--- config.mk ---
export PLATFORM = sky130hd
export DESIGN_NAME = text_line_number_and_caret_escape
export DESIGN_NICKNAME = d
export VERILOG_FILES = /design/src/hw/rtl/tlnc_pkg.sv /design/src/hw/rtl/tlnc_front.sv /design/src/hw/rtl/tlnc_queue.sv /design/src/hw/rtl/tlnc_back.sv /design/src/hw/rtl/text_line_number_and_caret_escape.sv
export SDC_FILE = /design/constraint.sdc
export NUM_CORES = 1
export LEC_CHECK = 0
export BUFFER_PORTS_ARGS = -buffer_cell sky130_fd_sc_hd__buf_2
export CAP_MARGIN = 30
export CELL_PAD_IN_SITES_DETAIL_PLACEMENT = 0
export CELL_PAD_IN_SITES_GLOBAL_PLACEMENT = 2
export CORE_MARGIN = 1.5
export CORE_UTILIZATION = 46
export DETAILED_ROUTE_END_ITERATION = 10
export PLACE_DENSITY = 0.76
export SLEW_MARGIN = 10
export SYNTH_ARGS = -nofsm -noshare
export SYNTH_HDL_FRONTEND = slang
export SYNTH_SLANG_ARGS = --single-unit
--- constraint.sdc ---
create_clock -name clk -period 6.1 [get_ports clk]
set_input_delay 0.61 -clock clk [delete_from_list [all_inputs] [get_ports clk]]
set_output_delay 0.61 -clock clk [all_outputs]
set_load 0.01 [all_outputs]
--- src/hw/rtl/tlnc_pkg.sv ---
package tlnc_pkg;

    // line counter geometry
    localparam int CountDigits = 6;
    localparam int CountW      = 4 * CountDigits;
    localparam int DigitIdxW   = (CountDigits > 1) ? $clog2(CountDigits) : 1;

    // output sequence of one item: digits, tab, up to three prefix bytes, final byte
    localparam int StepTab   = CountDigits;
    localparam int StepFinal = CountDigits + 4;
    localparam int StepW     = $clog2(StepFinal + 1);

    // decoupling queue
    localparam int QueueDepth = 4;
    localparam int QPtrW      = $clog2(QueueDepth);
    localparam int QCountW    = $clog2(QueueDepth + 1);

    // configuration register indexes
    localparam int CfgAddrW = 3;
    localparam logic [CfgAddrW-1:0] CfgNumberAll      = 3'd0;
    localparam logic [CfgAddrW-1:0] CfgNumberNonblank = 3'd1;
    localparam logic [CfgAddrW-1:0] CfgShowNonprint   = 3'd2;
    localparam logic [CfgAddrW-1:0] CfgShowEnds       = 3'd3;
    localparam logic [CfgAddrW-1:0] CfgSqueezeBlank   = 3'd4;
    localparam logic [CfgAddrW-1:0] CfgShowTabs       = 3'd5;

    // characters
    localparam logic [7:0] ChTab     = 8'h09;
    localparam logic [7:0] ChNewline = 8'h0A;
    localparam logic [7:0] ChSpace   = 8'h20;
    localparam logic [7:0] ChDollar  = 8'h24;
    localparam logic [7:0] ChDash    = 8'h2D;
    localparam logic [7:0] ChZero    = 8'h30;
    localparam logic [7:0] ChQuest   = 8'h3F;
    localparam logic [7:0] ChI       = 8'h49;
    localparam logic [7:0] ChM       = 8'h4D;
    localparam logic [7:0] ChCaret   = 8'h5E;

    // prefix placed before the final byte
    typedef enum logic [2:0] {
        PRE_NONE,
        PRE_DOLLAR,
        PRE_CARET,
        PRE_META,
        PRE_META_CARET
    } tlnc_pre_t;

    // one classified item handed from front to back
    typedef struct packed {
        logic                num_en;
        logic [CountW-1:0]   count;
        tlnc_pre_t           pre;
        logic [7:0]          final_byte;
    } tlnc_job_t;

endpackage

--- src/hw/rtl/tlnc_front.sv ---
module tlnc_front
    import tlnc_pkg::*;
(
    input  logic                clk,
    input  logic                rst_n,
    input  logic                s_tvalid,
    output logic                s_tready,
    input  logic [7:0]          s_tdata,
    input  logic                s_tuser,
    input  logic                cfg_we,
    input  logic [CfgAddrW-1:0] cfg_addr,
    input  logic                cfg_wdata,
    input  logic                q_full,
    output logic                push,
    output tlnc_job_t           push_job
);

    typedef enum logic [1:0] {
        BLANK_NONE,
        BLANK_ONE,
        BLANK_RUN
    } blank_t;

    // saturating bcd increment
    function automatic logic [CountW-1:0] bcd_inc(input logic [CountW-1:0] c);
        logic [CountW-1:0] r;
        logic              carry;
        logic              full;
        r     = c;
        carry = 1'b1;
        full  = 1'b1;
        for (int i = 0; i < CountDigits; i++) begin
            if (c[4*i +: 4] != 4'd9) full = 1'b0;
        end
        for (int i = 0; i < CountDigits; i++) begin
            if (carry) begin
                if (r[4*i +: 4] < 4'd9) begin
                    r[4*i +: 4] = r[4*i +: 4] + 4'd1;
                    carry       = 1'b0;
                end else begin
                    r[4*i +: 4] = 4'd0;
                end
            end
        end
        return full ? c : r;
    endfunction

    logic              number_all_reg, number_nonblank_reg, show_np_reg;
    logic              show_ends_reg, squeeze_reg, show_tabs_reg;
    logic [CountW-1:0] count_reg, count_next;
    logic              prev_nl_reg;
    blank_t            blank_reg, blank_next;

    logic       accept;
    logic       line_start;
    logic       is_nl;
    logic       dropped;
    logic       num_en;
    logic [6:0] low7;
    logic       ctrl;
    tlnc_pre_t  pre;
    logic [7:0] final_byte;

    assign s_tready   = !q_full;
    assign accept     = s_tvalid && !q_full;
    assign line_start = prev_nl_reg || s_tuser;
    assign is_nl      = (s_tdata == ChNewline);

    // blank line tracking and numbering decision
    always_comb
    begin
        blank_next = blank_reg;
        if (line_start && squeeze_reg) begin
            if (is_nl) begin
                blank_next = (blank_reg == BLANK_NONE) ? BLANK_ONE : BLANK_RUN;
            end else begin
                blank_next = BLANK_NONE;
            end
        end
        dropped    = line_start && squeeze_reg && (blank_next == BLANK_RUN);
        num_en     = line_start && !dropped &&
                     (number_nonblank_reg ? !is_nl : number_all_reg);
        count_next = num_en ? bcd_inc(count_reg) : count_reg;
    end

    // escape classification
    always_comb
    begin
        low7       = s_tdata[6:0];
        ctrl       = (low7 <= 7'd31) || (low7 == 7'd127);
        pre        = PRE_NONE;
        final_byte = s_tdata;
        if (is_nl) begin
            if (show_ends_reg) pre = PRE_DOLLAR;
        end else if (s_tdata == ChTab) begin
            if (show_tabs_reg) begin
                pre        = PRE_CARET;
                final_byte = ChI;
            end
        end else if (show_np_reg) begin
            if (s_tdata[7]) begin
                pre = ctrl ? PRE_META_CARET : PRE_META;
            end else begin
                pre = ctrl ? PRE_CARET : PRE_NONE;
            end
            if (ctrl) begin
                final_byte = (low7 == 7'd127) ? ChQuest : {1'b0, low7 | 7'd64};
            end else begin
                final_byte = {1'b0, low7};
            end
        end
    end

    assign push                = accept && !dropped;
    assign push_job.num_en     = num_en;
    assign push_job.count      = count_next;
    assign push_job.pre        = pre;
    assign push_job.final_byte = final_byte;

    // configuration registers
    always_ff @(posedge clk or negedge rst_n)
    begin
        if (!rst_n) begin
            number_all_reg      <= 1'b0;
            number_nonblank_reg <= 1'b0;
            show_np_reg         <= 1'b0;
            show_ends_reg       <= 1'b0;
            squeeze_reg         <= 1'b0;
            show_tabs_reg       <= 1'b0;
        end else if (cfg_we) begin
            unique case (cfg_addr)
                CfgNumberAll:      number_all_reg      <= cfg_wdata;
                CfgNumberNonblank: number_nonblank_reg <= cfg_wdata;
                CfgShowNonprint:   show_np_reg         <= cfg_wdata;
                CfgShowEnds:       show_ends_reg       <= cfg_wdata;
                CfgSqueezeBlank:   squeeze_reg         <= cfg_wdata;
                CfgShowTabs:       show_tabs_reg       <= cfg_wdata;
                default: ;
            endcase
        end
    end

    // line state
    always_ff @(posedge clk or negedge rst_n)
    begin
        if (!rst_n) begin
            count_reg   <= '0;
            prev_nl_reg <= 1'b1;
            blank_reg   <= BLANK_NONE;
        end else if (accept) begin
            count_reg   <= count_next;
            prev_nl_reg <= is_nl;
            blank_reg   <= blank_next;
        end
    end

endmodule

--- src/hw/rtl/tlnc_queue.sv ---
module tlnc_queue
    import tlnc_pkg::*;
(
    input  logic      clk,
    input  logic      rst_n,
    input  logic      push,
    input  tlnc_job_t push_job,
    output logic      full,
    input  logic      pop,
    output logic      head_valid,
    output tlnc_job_t head
);

    tlnc_job_t          slots_reg [QueueDepth];
    logic [QPtrW-1:0]   wr_ptr_reg, rd_ptr_reg;
    logic [QCountW-1:0] fill_reg;

    assign full       = (fill_reg == QCountW'(QueueDepth));
    assign head_valid = (fill_reg != '0);
    assign head       = slots_reg[rd_ptr_reg];

    // pointers and fill level
    always_ff @(posedge clk or negedge rst_n)
    begin
        if (!rst_n) begin
            wr_ptr_reg <= '0;
            rd_ptr_reg <= '0;
            fill_reg   <= '0;
        end else begin
            if (push) wr_ptr_reg <= wr_ptr_reg + 1'b1;
            if (pop)  rd_ptr_reg <= rd_ptr_reg + 1'b1;
            if (push && !pop) begin
                fill_reg <= fill_reg + 1'b1;
            end else if (pop && !push) begin
                fill_reg <= fill_reg - 1'b1;
            end
        end
    end

    // storage
    always_ff @(posedge clk)
    begin
        if (push) slots_reg[wr_ptr_reg] <= push_job;
    end

    a_no_overflow: assert property (@(posedge clk) disable iff (!rst_n)
        !(push && full))
        else $error("queue written while full");

    a_no_underflow: assert property (@(posedge clk) disable iff (!rst_n)
        pop |-> head_valid)
        else $error("queue popped while empty");

endmodule

--- src/hw/rtl/tlnc_back.sv ---
module tlnc_back
    import tlnc_pkg::*;
(
    input  logic       clk,
    input  logic       rst_n,
    input  logic       job_valid,
    input  tlnc_job_t  job,
    output logic       pop,
    output logic       m_tvalid,
    input  logic       m_tready,
    output logic [7:0] m_tdata,
    output logic       m_tlast
);

    function automatic logic [1:0] pre_len(input tlnc_pre_t p);
        logic [1:0] r;
        case (p)
            PRE_DOLLAR, PRE_CARET: r = 2'd1;
            PRE_META:              r = 2'd2;
            PRE_META_CARET:        r = 2'd3;
            default:               r = 2'd0;
        endcase
        return r;
    endfunction

    function automatic logic [7:0] pre_char(input tlnc_pre_t p, input logic [1:0] j);
        logic [7:0] r;
        case (p)
            PRE_DOLLAR: r = ChDollar;
            PRE_CARET:  r = ChCaret;
            default:    r = (j == 2'd0) ? ChM : ((j == 2'd1) ? ChDash : ChCaret);
        endcase
        return r;
    endfunction

    logic             active_reg, active_next;
    logic [StepW-1:0] step_reg, step_next;
    logic             out_valid_reg;
    logic [7:0]       out_data_reg, out_data_next;
    logic             out_last_reg;

    logic                 load;
    logic [StepW-1:0]     pre_start;
    logic [StepW-1:0]     cur_step;
    logic [DigitIdxW-1:0] k;
    logic [CountW-1:0]    upper;
    logic [3:0]           digit;
    logic [1:0]           j;
    logic                 is_final;

    assign load      = job_valid && (!out_valid_reg || m_tready);
    assign pre_start = StepW'(StepFinal) - StepW'(pre_len(job.pre));
    assign cur_step  = active_reg ? step_reg : (job.num_en ? '0 : pre_start);
    assign is_final  = (cur_step == StepW'(StepFinal));
    assign pop       = load && is_final;

    // byte for the current step
    always_comb
    begin
        k     = DigitIdxW'(CountDigits - 1) - cur_step[DigitIdxW-1:0];
        upper = job.count >> {k, 2'b00};
        digit = job.count[4*k +: 4];
        j     = 2'(cur_step - pre_start);
        if (cur_step < StepW'(StepTab)) begin
            out_data_next = ((upper == '0) && (k != '0)) ? ChSpace : (ChZero | {4'd0, digit});
        end else if (cur_step == StepW'(StepTab)) begin
            out_data_next = ChTab;
        end else if (!is_final) begin
            out_data_next = pre_char(job.pre, j);
        end else begin
            out_data_next = job.final_byte;
        end
    end

    // step sequencing
    always_comb
    begin
        active_next = active_reg;
        step_next   = step_reg;
        if (load) begin
            active_next = !is_final;
            step_next   = (cur_step == StepW'(StepTab)) ? pre_start : cur_step + 1'b1;
        end
    end

    always_ff @(posedge clk or negedge rst_n)
    begin
        if (!rst_n) begin
            active_reg    <= 1'b0;
            step_reg      <= '0;
            out_valid_reg <= 1'b0;
        end else begin
            active_reg <= active_next;
            step_reg   <= step_next;
            if (load) begin
                out_valid_reg <= 1'b1;
            end else if (m_tready) begin
                out_valid_reg <= 1'b0;
            end
        end
    end

    // output register payload
    always_ff @(posedge clk)
    begin
        if (load) begin
            out_data_reg <= out_data_next;
            out_last_reg <= is_final;
        end
    end

    assign m_tvalid = out_valid_reg;
    assign m_tdata  = out_data_reg;
    assign m_tlast  = out_last_reg;

    a_active_has_job: assert property (@(posedge clk) disable iff (!rst_n)
        active_reg |-> job_valid)
        else $error("sequencer active without a queued job");

    a_step_range: assert property (@(posedge clk) disable iff (!rst_n)
        active_reg |-> (step_reg <= StepW'(StepFinal)))
        else $error("step beyond final byte");

    a_last_pops: assert property (@(posedge clk) disable iff (!rst_n)
        pop |=> (m_tvalid && m_tlast))
        else $error("job popped without a last word");

endmodule

--- src/hw/rtl/text_line_number_and_caret_escape.sv ---
// Text line numbering and caret escape stage.
// Input stream (s_*): one raw text byte per word; s_tuser marks the first
// byte of a new file, which then starts a line. Output stream (m_*): the
// transformed bytes; m_tlast marks the final byte caused by one input word.
// A dropped (squeezed) blank line produces no output words.
// Configuration: cfg_we with cfg_addr selects one of six option bits
// (number all, number nonblank, show nonprinting, show ends, squeeze blank,
// show tabs); bit 0 of cfg_wdata is stored. Write only while idle.
// An accepted word goes into a queue slot, then from the queue head into the
// output register. Throughput: a front stage classifies one input word per
// cycle into a four-entry queue; the back sequencer emits one output byte per
// cycle while the receiver is ready; a kept input word yields 1 to 11 bytes
// (number prefix of six digits and a tab, up to three escape bytes, final
// byte). Input is taken one word per cycle while the queue has room.
// Reset: options clear, line count goes to zero, next byte starts a line.
// When the receiver stalls, the output register holds its word, the queue
// fills, and s_tready drops once four items are waiting.
module text_line_number_and_caret_escape
    import tlnc_pkg::*;
(
    input  logic                clk,
    input  logic                rst_n,
    input  logic                s_tvalid,
    output logic                s_tready,
    input  logic [7:0]          s_tdata,   // [7:0] in_byte
    input  logic                s_tuser,   // [0] file_start
    output logic                m_tvalid,
    input  logic                m_tready,
    output logic [7:0]          m_tdata,   // [7:0] out_byte
    output logic                m_tlast,
    input  logic                cfg_we,
    input  logic [CfgAddrW-1:0] cfg_addr,
    input  logic                cfg_wdata
);

    logic      q_full;
    logic      push;
    tlnc_job_t push_job;
    logic      pop;
    logic      head_valid;
    tlnc_job_t head;

    // classify input words and keep line state
    tlnc_front u_front (
        .clk       (clk),
        .rst_n     (rst_n),
        .s_tvalid  (s_tvalid),
        .s_tready  (s_tready),
        .s_tdata   (s_tdata),
        .s_tuser   (s_tuser),
        .cfg_we    (cfg_we),
        .cfg_addr  (cfg_addr),
        .cfg_wdata (cfg_wdata),
        .q_full    (q_full),
        .push      (push),
        .push_job  (push_job)
    );

    // decoupling queue
    tlnc_queue u_queue (
        .clk        (clk),
        .rst_n      (rst_n),
        .push       (push),
        .push_job   (push_job),
        .full       (q_full),
        .pop        (pop),
        .head_valid (head_valid),
        .head       (head)
    );

    // expand each job into output bytes
    tlnc_back u_back (
        .clk       (clk),
        .rst_n     (rst_n),
        .job_valid (head_valid),
        .job       (head),
        .pop       (pop),
        .m_tvalid  (m_tvalid),
        .m_tready  (m_tready),
        .m_tdata   (m_tdata),
        .m_tlast   (m_tlast)
    );

endmodule

==> insert_results.sql, run 1 <==
INSERT INTO impl_metrics (metric_group, metric, value, unit) VALUES
('placement', 'placed_cells_incl_taps', '916', ''),
('logic_synthesis', 'seq_area_frac_synth', '61.7', '%'),
('clock_tree', 'clockBufferDepth', '2', ''),
('timing', 'finalClockSkew', '0.0132', 'ns'),
('logic_synthesis', 'postSynthRegisterBits', '199', ''),
('logic_synthesis', 'synth_xor_area_share', '0.941', '%'),
('pwr', 'power_leakage', '0.00383', 'uW'),
('clock_tree', 'clk_latency', '0.44', 'ns'),
('logic_synthesis', 'synth_enable_flop_cells', '153', ''),
('detailed_routing', 'totalWireLength', '18700', 'um'),
('cells_and_area', 'largest_reg_flops', '144', ''),
('clock_tree', 'ctsHoldBuffers', '0', ''),
('logic_synthesis', 'synthesized_instance_count', '637', ''),
('placement', 'hpwl_after_dpl', '13000', 'um'),
('run_status', 'outcome', 'finished clean', ''),
('setup_path', 'arrival_time_of_data_at_the_critical_path_endpoint', '5.14', 'ns'),
('pwr', 'ir_drop', '0.238', 'mV'),
('global_routing', 'first_pass_grt_wire_length', '30100', 'um'),
('timing', 'unrepaired_setup_endpoints_after_global_routing', 'no', ''),
('setup_path', 'crit_start', 'u_queue.rd_ptr_reg[0]$_DFFE_PN0P_', ''),
('timing', 'finalSetupViolCount', '0', ''),
('detailed_routing', 'post_drt_via_cell_ratio', '5.61', ''),
('logic_synthesis', 'asyncSetResetFlopFracSynth', '23.1', '%'),
('cells_and_area', 'area_growth_synth_to_finish', '11.6', '%'),
('logic_synthesis', 'synthMuxAreaShare', '14.0', '%'),
('global_routing', 'grt_usage', '18.8', '%'),
('flow_run', 'max_cap_violations', '0', ''),
('cells_and_area', 'final-instance-count-excl-fill', '949', ''),
('logic_synthesis', 'synthesis.nets', '686', ''),
('global_routing', 'number_of_global_route_vias_before_repair', '5394', ''),
('timing', 'final_period_minus_worst_setup_slack', '4.81', 'ns'),
('detailed_routing', 'detailroute.via_count', '5320', ''),
('setup_path', 'worst_setup_path_start_kind', 'flip-flop', ''),
('logic_synthesis', 'synthFlopType', 'edfxtp_1', ''),
('logic_synthesis', 'yosys.cell_types.count', '64', ''),
('clock_tree', 'cts_buffers', '17', ''),
('setup_path', 'end_of_the_worst_register_to_register_path', 'u_queue.fill_reg[1]$_DFFE_PN0P_', ''),
('die', 'io_pins', '29', ''),
('die', 'placement_rows', '51', ''),
('die', 'die-width', '145', 'um'),
('detailed_routing', 'detailed_routing_iteration_count_for_the_pre_antenna_repair_pass', '5', ''),
('detailed_routing', 'routed_wire_length_per_instance', '19.7', 'um'),
('setup_path', 'critical_path_start_end_classification', 'reg -> reg', ''),
('logic_synthesis', 'syn_area', '9310', 'um2'),
('logic_synthesis', 'synth-compound-area-share', '6.99', '%'),
('die', 'floorplan.initialDensity', '47.4', '%'),
('placement', 'detailed_place.area', '9760', 'um2'),
('cells_and_area', 'antenna-diode-count', '0', ''),
('detailed_routing', 'ant_nets', '0', ''),
('timing', 'slew_of_the_pin_with_the_lowest_slew_margin', '0.896', 'ns'),
('global_routing', 'overflow', '0', ''),
('logic_synthesis', 'synth_top_family_by_area', 'multiplexers', ''),
('setup_path', 'worst_r2r_startpoint', 'u_queue.rd_ptr_reg[0]$_DFFE_PN0P_', ''),
('setup_path', 'critical_path_required', '6.42', 'ns'),
('logic_synthesis', 'post_synth_and_or_nand_nor_area_fraction', '9.45', '%'),
('timing', 'worst_slew_margin_rel', '39.7', '%'),
('timing', 'totalNegativeSetupSlack', '0', 'ns'),
('global_routing', 'grt_max_degree', '47', ''),
('setup_path', 'worstPathMaxFanout', '15', ''),
('pwr', 'totalPowerFinal', '4920', 'uW'),
('clock_tree', 'tritoncts', 'yes', ''),
('pwr', 'power_per_cell_area', '474', 'nW/um2'),
('detailed_routing', 'route.detailed.drc', '0', ''),
('global_routing', 'initial_antenna_violation_count', '0', ''),
('detailed_routing', 'detail_route.iter0.violations', '238', ''),
('timing', 'report.final.hold_viol_count', '0', ''),
('die', 'fp.dieArea', '21100', 'um2'),
('clock_tree', 'cts_resized', '0', ''),
('hold_path', 'hold_path.class', 'in -> async', ''),
('setup_path', 'reg2regPathDepth', '14', ''),
('placement', 'gp_congestion', '0.817', '');
synth_stat cells (6+ instances only):
library cell  number  share of area (%)
o21ai_0           33                1.8
edfxtp_1         153                 49
mux2i_1            6               0.65
nand2b_1           6               0.40
mux2_2            29                3.5
nor3b_1            6               0.48
xnor2_1            8               0.75
nor2b_1            7               0.47
nor4_1             9               0.60
ha_1              30                4.0
clkbuf_1          18               0.73
nor3_1            18               0.97
nand3_1           12               0.65
and2_1            11               0.74
nor2_1            16               0.65
o31ai_1            6               0.48
mux4_2            36                8.7
nand2_1           49                2.0
dfrtp_1           45                 12
inv_1             34                1.4
a21oi_1           17               0.91
cells in the final DEF, fill, tap and decap left out, types with 5 or more instances in the layout:
cell type  netlist  layout
edfxtp_1       153     153
nand2_1         49      49
dfrtp_1         45      44
mux4_2          36      36
inv_1           34      34
o21ai_0         33      33
ha_1            30      30
mux2_2          29      29
buf_2            4      28
nor3_1          18      18
a21oi_1         17      17
clkbuf_16        0      17
nor2_1          16      16
nand3_1         12      12
and2_1          11      11
buf_4            0      10
nor4_1           9       9
xnor2_1          8       8
nor2b_1          7       7
nand2b_1         6       6
mux2i_1          6       6
nor3b_1          6       6
o31ai_1          6       6
or3_1            5       5
worst max path at each step:
| stage | to | slack (ns) | cells after the start |
|---|---|---|---|
| finish | u_queue.fill_reg[1]$_DFFE_PN0P_ | 1.29 | 14 |
| global placement | u_queue.fill_reg[1]$_DFFE_PN0P_ | 1.33 | 14 |
| global route | u_queue.fill_reg[1]$_DFFE_PN0P_ | 0.92 | 14 |
| floorplan | u_queue.fill_reg[1]$_DFFE_PN0P_ | 1.34 | 16 |
| CTS | u_queue.fill_reg[1]$_DFFE_PN0P_ | 1.24 | 14 |
| detailed placement | u_queue.fill_reg[1]$_DFFE_PN0P_ | 1.25 | 14 |
where the power goes:
group          total, uW  switching (uW)  internal [uW]
combinational       1820            1040            780
sequential          1970             155           1810
clock               1130             569            565
total               4920            1760           3160
per-stage QoR:
step                      setup WS (ns)  utilization [%]
after floorplan                    1.34                -
after global placement             1.33             49.6
after detailed placement           1.25             49.7
after CTS                          1.24             52.8
after global routing              0.921             52.9
final                              1.29             52.9
cell families (layout without fill, tap and decap cells):
group / Yosys count / count (layout)
DFF: 199 / 199
and+or+nand+nor: 165 / 165
AOI/OAI and AO/OA: 97 / 97
muxes: 75 / 75
buffers and inverters: 60 / 107
adders and majority gates: 31 / 31
xor gates and xnor gates: 10 / 10
metal layers:
metal	vias to the layer above	track usage, %	routed length (um)
met3	13	3.11	649
li1	2528	-	-
met2	86	29.9	8890
met4	0	5.56	202
met5	-	0	0
met1	2693	26.7	8920
critical path: stages, from the launching register on:
cell and delay (ns):
dfrtp_2 0.64, mux4_2 0.65, xnor2_1 0.17, o21ai_0 0.29, ha_1 0.37, o31ai_4 0.58, ha_1 0.28, inv_1 0.05
o41ai_2 0.27, buf_4 0.24, nand2_1 0.15, ha_1 0.27, inv_1 0.09, fa_1 0.38, mux2_2 0.26
final cells by class:
cell class,count,area (um2)
timing repair buffer,40,235
multi-input combinational,378,3320
tap,265,332
fill,1672,9270
inverter,35,131
clock buffer,17,425
clock inverter,15,193
sequential,199,5750
No activity file was read; power rests on OpenSTA's default activity.
==> run 2: changes to the inputs <==
==> constraint.sdc (replaced) <==
create_clock -name clk -period 4.99 [get_ports clk]
set_input_delay 0.499 -clock clk [delete_from_list [all_inputs] [get_ports clk]]
set_output_delay 0.499 -clock clk [all_outputs]
set_load 0.01 [all_outputs]
==> insert_results.sql, run 2 (synthesized netlist as in run 1, its figures left out) <==
INSERT INTO impl_metrics (metric_group, metric, value, unit) VALUES
('placement', 'placed_cells_incl_taps', '920', ''),
('pwr', 'totalPowerFinal', '5930', 'uW'),
('placement', 'hpwl_after_dpl', '13100', 'um'),
('clock_tree', 'clk_latency', '0.43', 'ns'),
('detailed_routing', 'routed_wire_length_per_instance', '19.8', 'um'),
('run_status', 'outcome', 'finished clean', ''),
('setup_path', 'critical_path_required', '5.34', 'ns'),
('detailed_routing', 'ant_nets', '0', ''),
('clock_tree', 'clkSinkCount', '199', ''),
('die', 'floorplan.initialDensity', '47.4', '%'),
('pwr', 'total_switching_power', '2090', 'uW'),
('clock_tree', 'clock_transition_at_the_register_clock_pins_on_the_worst_setup_and_hold_paths_after_cts', '0.07', 'ns'),
('clock_tree', 'clockBufferDepth', '2', ''),
('cells_and_area', 'multi_input_area', '3320', 'um2'),
('die', 'fp.dieArea', '21100', 'um2'),
('timing', 'worst_slew_margin_rel', '40.7', '%'),
('setup_path', 'worst_path_largest_cell_delay', '0.60', 'ns'),
('placement', 'place_worst_setup_slack', '0.607', 'ns'),
('die', 'io_pins', '29', ''),
('cells_and_area', 'fillCellCount', '1677', ''),
('pwr', 'p_int', '3840', 'uW'),
('cells_and_area', 'fraction_of_final_layout_cells_sized_beyond_drive_strength_1', '22.5', '%'),
('setup_path', 'reg2regPathDepth', '16', ''),
('detailed_routing', 'detailroute.via_count', '5368', ''),
('die', 'die-width', '145', 'um'),
('global_routing', 'first_pass_grt_wire_length', '30100', 'um'),
('timing', 'totalNegativeSetupSlack', '0', 'ns'),
('global_routing', 'initial_antenna_violation_count', '0', ''),
('timing', 'unrepaired_setup_endpoints_after_global_routing', 'no', ''),
('cells_and_area', 'area_growth_synth_to_finish', '11.0', '%'),
('setup_path', 'worst_r2r_startpoint', 'u_queue.rd_ptr_reg[1]$_DFFE_PN0P_', ''),
('die', 'die_height', '145', 'um'),
('detailed_routing', 'detail_route.iter0.violations', '335', ''),
('placement', 'gp_congestion', '0.853', ''),
('detailed_routing', 'detailed_routing_iteration_count_for_the_pre_antenna_repair_pass', '5', ''),
('cells_and_area', 'most_common_cell_after_layout_fill_and_taps_aside', 'edfxtp_1', ''),
('timing', 'finalClockSkew', '0.00963', 'ns'),
('detailed_routing', 'post_drt_via_cell_ratio', '5.63', ''),
('timing', 'setup_slack', '0.613', 'ns'),
('cells_and_area', 'antenna-diode-count', '0', ''),
('cells_and_area', 'final-seq-area', '5750', 'um2'),
('pwr', 'share_clk_of_total_power', '21.0', '%'),
('pwr', 'seq_power_share', '40.3', '%'),
('global_routing', 'number_of_global_route_vias_before_repair', '5353', ''),
('setup_path', 'end_of_the_worst_register_to_register_path', 'u_queue.fill_reg[2]$_DFFE_PN0P_', ''),
('clock_tree', 'cts_buffers', '17', ''),
('flow_run', 'max_cap_violations', '0', ''),
('clock_tree', 'cts_post_setup_buffers_inserted', '0', ''),
('clock_tree', 'ctsHoldBuffers', '0', ''),
('global_routing', 'grt_max_degree', '47', ''),
('setup_path', 'r2r_slack', '0.61', 'ns'),
('setup_path', 'cp_slowest_cell', 'or4b_4', ''),
('detailed_routing', 'route.detailed.drc', '0', ''),
('cells_and_area', 'final-instance-count-excl-fill', '953', ''),
('global_routing', 'grt_usage', '18.8', '%'),
('die', 'placement_rows', '51', ''),
('pwr', 'sw_frac_of_total', '35.2', '%'),
('setup_path', 'critical_path_start_end_classification', 'reg -> reg', ''),
('global_routing', 'overflow', '0', ''),
('clock_tree', 'clock_tree.htree_level_count', '4', ''),
('timing', 'report.final.hold_viol_count', '0', ''),
('setup_path', 'path_cells', 'buf_4 > mux4_2 > or4b_4 > o221ai_4 > inv_1 > ha_1 > nand4b_1 > o41ai_2 > buf_4 > nand2_1 > ha_1 > inv_1 > fa_1 > xor2_1 > nor2_1 > xor2_1', ''),
('pwr', 'power_per_cell_area', '574', 'nW/um2'),
('clock_tree', 'tritoncts', 'yes', ''),
('timing', 'hold-worst-slack', '0.182', 'ns'),
('setup_path', 'worstPathMaxFanout', '23', ''),
('timing', 'maxClockFrequency', '228', 'MHz'),
('cells_and_area', 'commonest_cells_after_routing_fill_and_taps_aside', 'edfxtp_1 (153), nand2_1 (49), dfrtp_1 (44)', ''),
('hold_path', 'hold_path.class', 'in -> async', ''),
('setup_path', 'number_of_buffer_and_inverter_instances_along_the_worst_setup_path', '4', ''),
('setup_path', 'worst_setup_path_end_kind', 'flip-flop', ''),
('timing', 'fin_crit_sh', '87.7', '%'),
('pwr', 'power_leakage', '0.00382', 'uW'),
('setup_path', 'worst_setup_path_start_kind', 'flip-flop', ''),
('pwr', 'ir_drop', '0.270', 'mV'),
('timing', 'final_period_minus_worst_setup_slack', '4.38', 'ns'),
('placement', 'port-buffer-count', '28', ''),
('detailed_routing', 'totalWireLength', '18900', 'um'),
('die', 'placeableCoreArea', '19700', 'um2'),
('timing', 'maxSlewViolCount', '0', ''),
('cells_and_area', 'largest_reg_flops', '144', ''),
('clock_tree', 'clk_root_buffer_cell', 'clkbuf_16', ''),
('clock_tree', 'cts_resized', '0', ''),
('setup_path', 'arrival_time_of_data_at_the_critical_path_endpoint', '4.72', 'ns'),
('timing', 'slew_of_the_pin_with_the_lowest_slew_margin', '0.883', 'ns'),
('pwr', 'gate_power_share', '38.7', '%'),
('setup_path', 'critical_path.top_delay_family', 'simple AND/OR/NAND/NOR gates', ''),
('timing', 'finalSetupViolCount', '0', ''),
('cells_and_area', 'final_net_count', '724', '');
## run 2: cell count changes in the layout (fill, tap and decap cells not counted), sizes merged
cell      previous run  this run
buf                 39        44
clkinvlp             1         3
inv                 42        40
clkinv               7         6
## run 2: cell type report
cell class,instances,area share [%]
flip-flops and latches,199,55.7
clock buffers,18,4.16
well taps,265,3.21
multi-input cells,378,32.2
clock inverters,14,0.957
inverters,35,1.27
repair buffers,44,2.57
## run 2: stage by stage
| step | utilization, % | instance area, um2 |
|---|---|---|
| global placement | 49.8 | 9780 |
| finish | 52.5 | 10300 |
| global route | 52.5 | 10300 |
| CTS | 52.5 | 10300 |
| floorplan | - | 9310 |
| detailed placement | 49.8 | 9790 |
## run 2: worst max path at each step
stage / startpoint / to / slack [ns] / cells after the start
6_report: u_queue.rd_ptr_reg[1]$_DFFE_PN0P_ / u_queue.fill_reg[2]$_DFFE_PN0P_ / 0.61 / 16
5_1_grt: u_queue.rd_ptr_reg[0]$_DFFE_PN0P_ / u_back.m_tdata[4]$_DFFE_PP_ / 0.24 / 13
4_1_cts: u_queue.rd_ptr_reg[1]$_DFFE_PN0P_ / u_queue.fill_reg[2]$_DFFE_PN0P_ / 0.57 / 16
3_5_place_dp: u_queue.rd_ptr_reg[0]$_DFFE_PN0P_ / u_queue.fill_reg[1]$_DFFE_PN0P_ / 0.61 / 14
3_3_place_gp: u_queue.rd_ptr_reg[0]$_DFFE_PN0P_ / u_queue.fill_reg[1]$_DFFE_PN0P_ / 0.71 / 14
2_1_floorplan: u_queue.rd_ptr_reg[0]$_DFFE_PN0P_ / u_queue.fill_reg[1]$_DFFE_PN0P_ / 0.23 / 16
## run 2: power groups by stage
stage                     clock network, uW  logic [uW]  registers (uW)
after global placement                    0        2290            2410
after CTS                              1280        2330            2400
final                                  1240        2300            2390
after global routing                   1340        2540            2430
after floorplan                           0        1730            2370
after detailed placement                  0        2320            2430
## run 2: metal layers
metal / GRT usage, % / vias up / routed length, um
li1: - / 2535 / -
met4: 4.64 / 0 / 176
met2: 30.2 / 107 / 9110
met5: 0 / - / 0
met3: 3.46 / 11 / 646
met1: 26.6 / 2715 / 8950
==> run 3: changes to the inputs <==
--- a/config.mk
+++ b/config.mk
@@ -9,7 +9,7 @@
 export CAP_MARGIN = 30
 export CELL_PAD_IN_SITES_DETAIL_PLACEMENT = 0
 export CELL_PAD_IN_SITES_GLOBAL_PLACEMENT = 2
-export CORE_MARGIN = 1.5
+export CORE_MARGIN = 8
 export CORE_UTILIZATION = 46
 export DETAILED_ROUTE_END_ITERATION = 10
 export PLACE_DENSITY = 0.76
==> insert_results.sql, run 3 (synthesized netlist as in run 1, its figures left out) <==
INSERT INTO impl_metrics (metric_group, metric, value, unit) VALUES
('timing', 'finalClockSkew', '0.0105', 'ns'),
('clock_tree', 'clockBufferDepth', '2', ''),
('global_routing', 'grt_max_degree', '47', ''),
('global_routing', 'initial_antenna_violation_count', '0', ''),
('cells_and_area', 'area_growth_synth_to_finish', '11.6', '%'),
('die', 'floorplan.initialDensity', '46.4', '%'),
('clock_tree', 'cts_resized', '0', ''),
('hold_path', 'hold_path.class', 'in -> async', ''),
('timing', 'final_period_minus_worst_setup_slack', '4.40', 'ns'),
('clock_tree', 'clock_tree.htree_level_count', '4', ''),
('setup_path', 'worstPathMaxFanout', '14', ''),
('global_routing', 'grt_usage', '16.2', '%'),
('placement', 'gp_congestion', '0.897', ''),
('clock_tree', 'ctsHoldBuffers', '0', ''),
('timing', 'maxClockFrequency', '227', 'MHz'),
('setup_path', 'critical_path_required', '5.17', 'ns'),
('timing', 'unrepaired_setup_endpoints_after_global_routing', 'no', ''),
('die', 'placeableCoreArea', '20000', 'um2'),
('detailed_routing', 'detailroute.via_count', '5388', ''),
('detailed_routing', 'ant_nets', '0', ''),
('detailed_routing', 'routed_wire_length_per_instance', '20.0', 'um'),
('die', 'die_height', '158', 'um'),
('cells_and_area', 'commonest_cells_after_routing_fill_and_taps_aside', 'edfxtp_1 (153), nand2_1 (49), dfrtp_1 (44)', ''),
('global_routing', 'overflow', '0', ''),
('flow_run', 'max_cap_violations', '0', ''),
('pwr', 'power_leakage', '0.00384', 'uW'),
('detailed_routing', 'route.detailed.drc', '0', ''),
('timing', 'setup_slack', '0.588', 'ns'),
('cells_and_area', 'most_common_cell_after_layout_fill_and_taps_aside', 'edfxtp_1', ''),
('setup_path', 'arrival_time_of_data_at_the_critical_path_endpoint', '4.58', 'ns'),
('setup_path', 'critical_path_start_end_classification', 'reg -> reg', ''),
('placement', 'port-buffer-count', '28', ''),
('timing', 'maxSlewViolCount', '0', ''),
('die', 'io_pins', '29', ''),
('cells_and_area', 'final_net_count', '723', ''),
('clock_tree', 'clk_latency', '0.43', 'ns'),
('clock_tree', 'cts_post_setup_buffers_inserted', '0', ''),
('die', 'fp.dieArea', '25000', 'um2'),
('global_routing', 'first_pass_grt_wire_length', '30100', 'um'),
('timing', 'finalSetupViolCount', '0', ''),
('clock_tree', 'clk_root_buffer_cell', 'clkbuf_16', ''),
('run_status', 'outcome', 'finished clean', ''),
('clock_tree', 'tritoncts', 'yes', ''),
('timing', 'totalNegativeSetupSlack', '0', 'ns'),
('timing', 'fin_crit_sh', '88.2', '%'),
('cells_and_area', 'fraction_of_final_layout_cells_sized_beyond_drive_strength_1', '22.4', '%'),
('die', 'placement_rows', '52', ''),
('detailed_routing', 'detail_route.iter0.violations', '339', ''),
('timing', 'report.final.hold_viol_count', '0', ''),
('setup_path', 'worst_setup_path_end_kind', 'flip-flop', ''),
('cells_and_area', 'antenna-diode-count', '0', ''),
('clock_tree', 'clkSinkCount', '199', ''),
('global_routing', 'number_of_global_route_vias_before_repair', '5399', ''),
('detailed_routing', 'post_drt_via_cell_ratio', '5.63', ''),
('detailed_routing', 'totalWireLength', '19100', 'um'),
('detailed_routing', 'detailed_routing_iteration_count_for_the_pre_antenna_repair_pass', '6', ''),
('pwr', 'ir_drop', '0.284', 'mV'),
('clock_tree', 'cts_buffers', '17', ''),
('timing', 'worst_slew_margin_rel', '44.0', '%'),
('setup_path', 'worst_setup_path_start_kind', 'flip-flop', ''),
('clock_tree', 'clock_transition_at_the_register_clock_pins_on_the_worst_setup_and_hold_paths_after_cts', '0.08', 'ns'),
('placement', 'place_worst_setup_slack', '0.611', 'ns'),
('timing', 'slew_of_the_pin_with_the_lowest_slew_margin', '0.834', 'ns'),
('pwr', 'power_per_cell_area', '581', 'nW/um2'),
('cells_and_area', 'largest_reg_flops', '144', ''),
('die', 'die-width', '158', 'um'),
('placement', 'hpwl_after_dpl', '13100', 'um');
[run 3: changes by cell type in the layout (fill, tap and decap cells not counted), moves of 2 or more]
cell	previous run	this run
inv_8	1	3
clkinv_2	6	0
clkinv_4	0	3
clkbuf_8	0	2
[run 3: power by group]
part,internal [uW],total [uW],switching [uW]
Clock,732,1370,634
Sequential,2220,2390,173
Combinational,970,2280,1310
Total,3920,6030,2110
[run 3: worst paths after layout]
check	start	end	slack, ns	cells past startpoint
setup / recovery	u_queue.rd_ptr_reg[0]$_DFFE_PN0P_	u_back.m_tdata[4]$_DFFE_PP_	0.59	13
hold / removal	rst_n	u_back.step_reg[1]$_DFFE_PN0P_	0.17	2
setup reg to reg	u_queue.rd_ptr_reg[0]$_DFFE_PN0P_	u_back.m_tdata[4]$_DFFE_PP_	0.59	13
hold reg to reg	u_front.prev_nl_reg$_DFFE_PN1P_	u_front.prev_nl_reg$_DFFE_PN1P_	0.51	2
max in group asynchronous	rst_n	u_queue.rd_ptr_reg[0]$_DFFE_PN0P_	4.33	2
min in group clk	m_tready	u_back.m_tvalid$_DFFE_PN0P_	0.32	4
[run 3: cell type report]
cell class	count	area [um2]
fill	1704	9650
multi-input combinational	378	3320
sequential	199	5750
clock buffer	19	453
clock inverter	13	135
timing repair buffer	43	258
inverter	35	131
tap	270	338
[run 3: critical path, cell delays in order (launching register included)]
cell and delay, ns:
dfrtp_2 0.60, mux4_2 0.65, xnor2_1 0.17, o21ai_0 0.31
ha_1 0.37, o31ai_4 0.26, buf_4 0.23, ha_1 0.36
nor4b_1 0.29, nand3_1 0.20, nor4_1 0.23, nor4_1 0.10
o41ai_1 0.29, nand2_1 0.09
[run 3: metal layers]
metal / track usage [%] / wire length, um
met2: 25.3 / 8810
met1: 21.9 / 9130
met4: 6.11 / 363
met5: 0 / 0
met3: 3.47 / 797
[run 3: metrics by stage]
step	hold slack (ns)	util [%]	instances	power (uW)	cell area, um2
finish	0.166	51.8	957	6030	10400
global route	0.216	51.8	957	6390	10400
CTS	0.189	51.8	956	6100	10400
detailed placement	0.487	48.9	924	4720	9790
global placement	0.466	48.8	923	4690	9780
floorplan	0.203	-	637	4100	9310
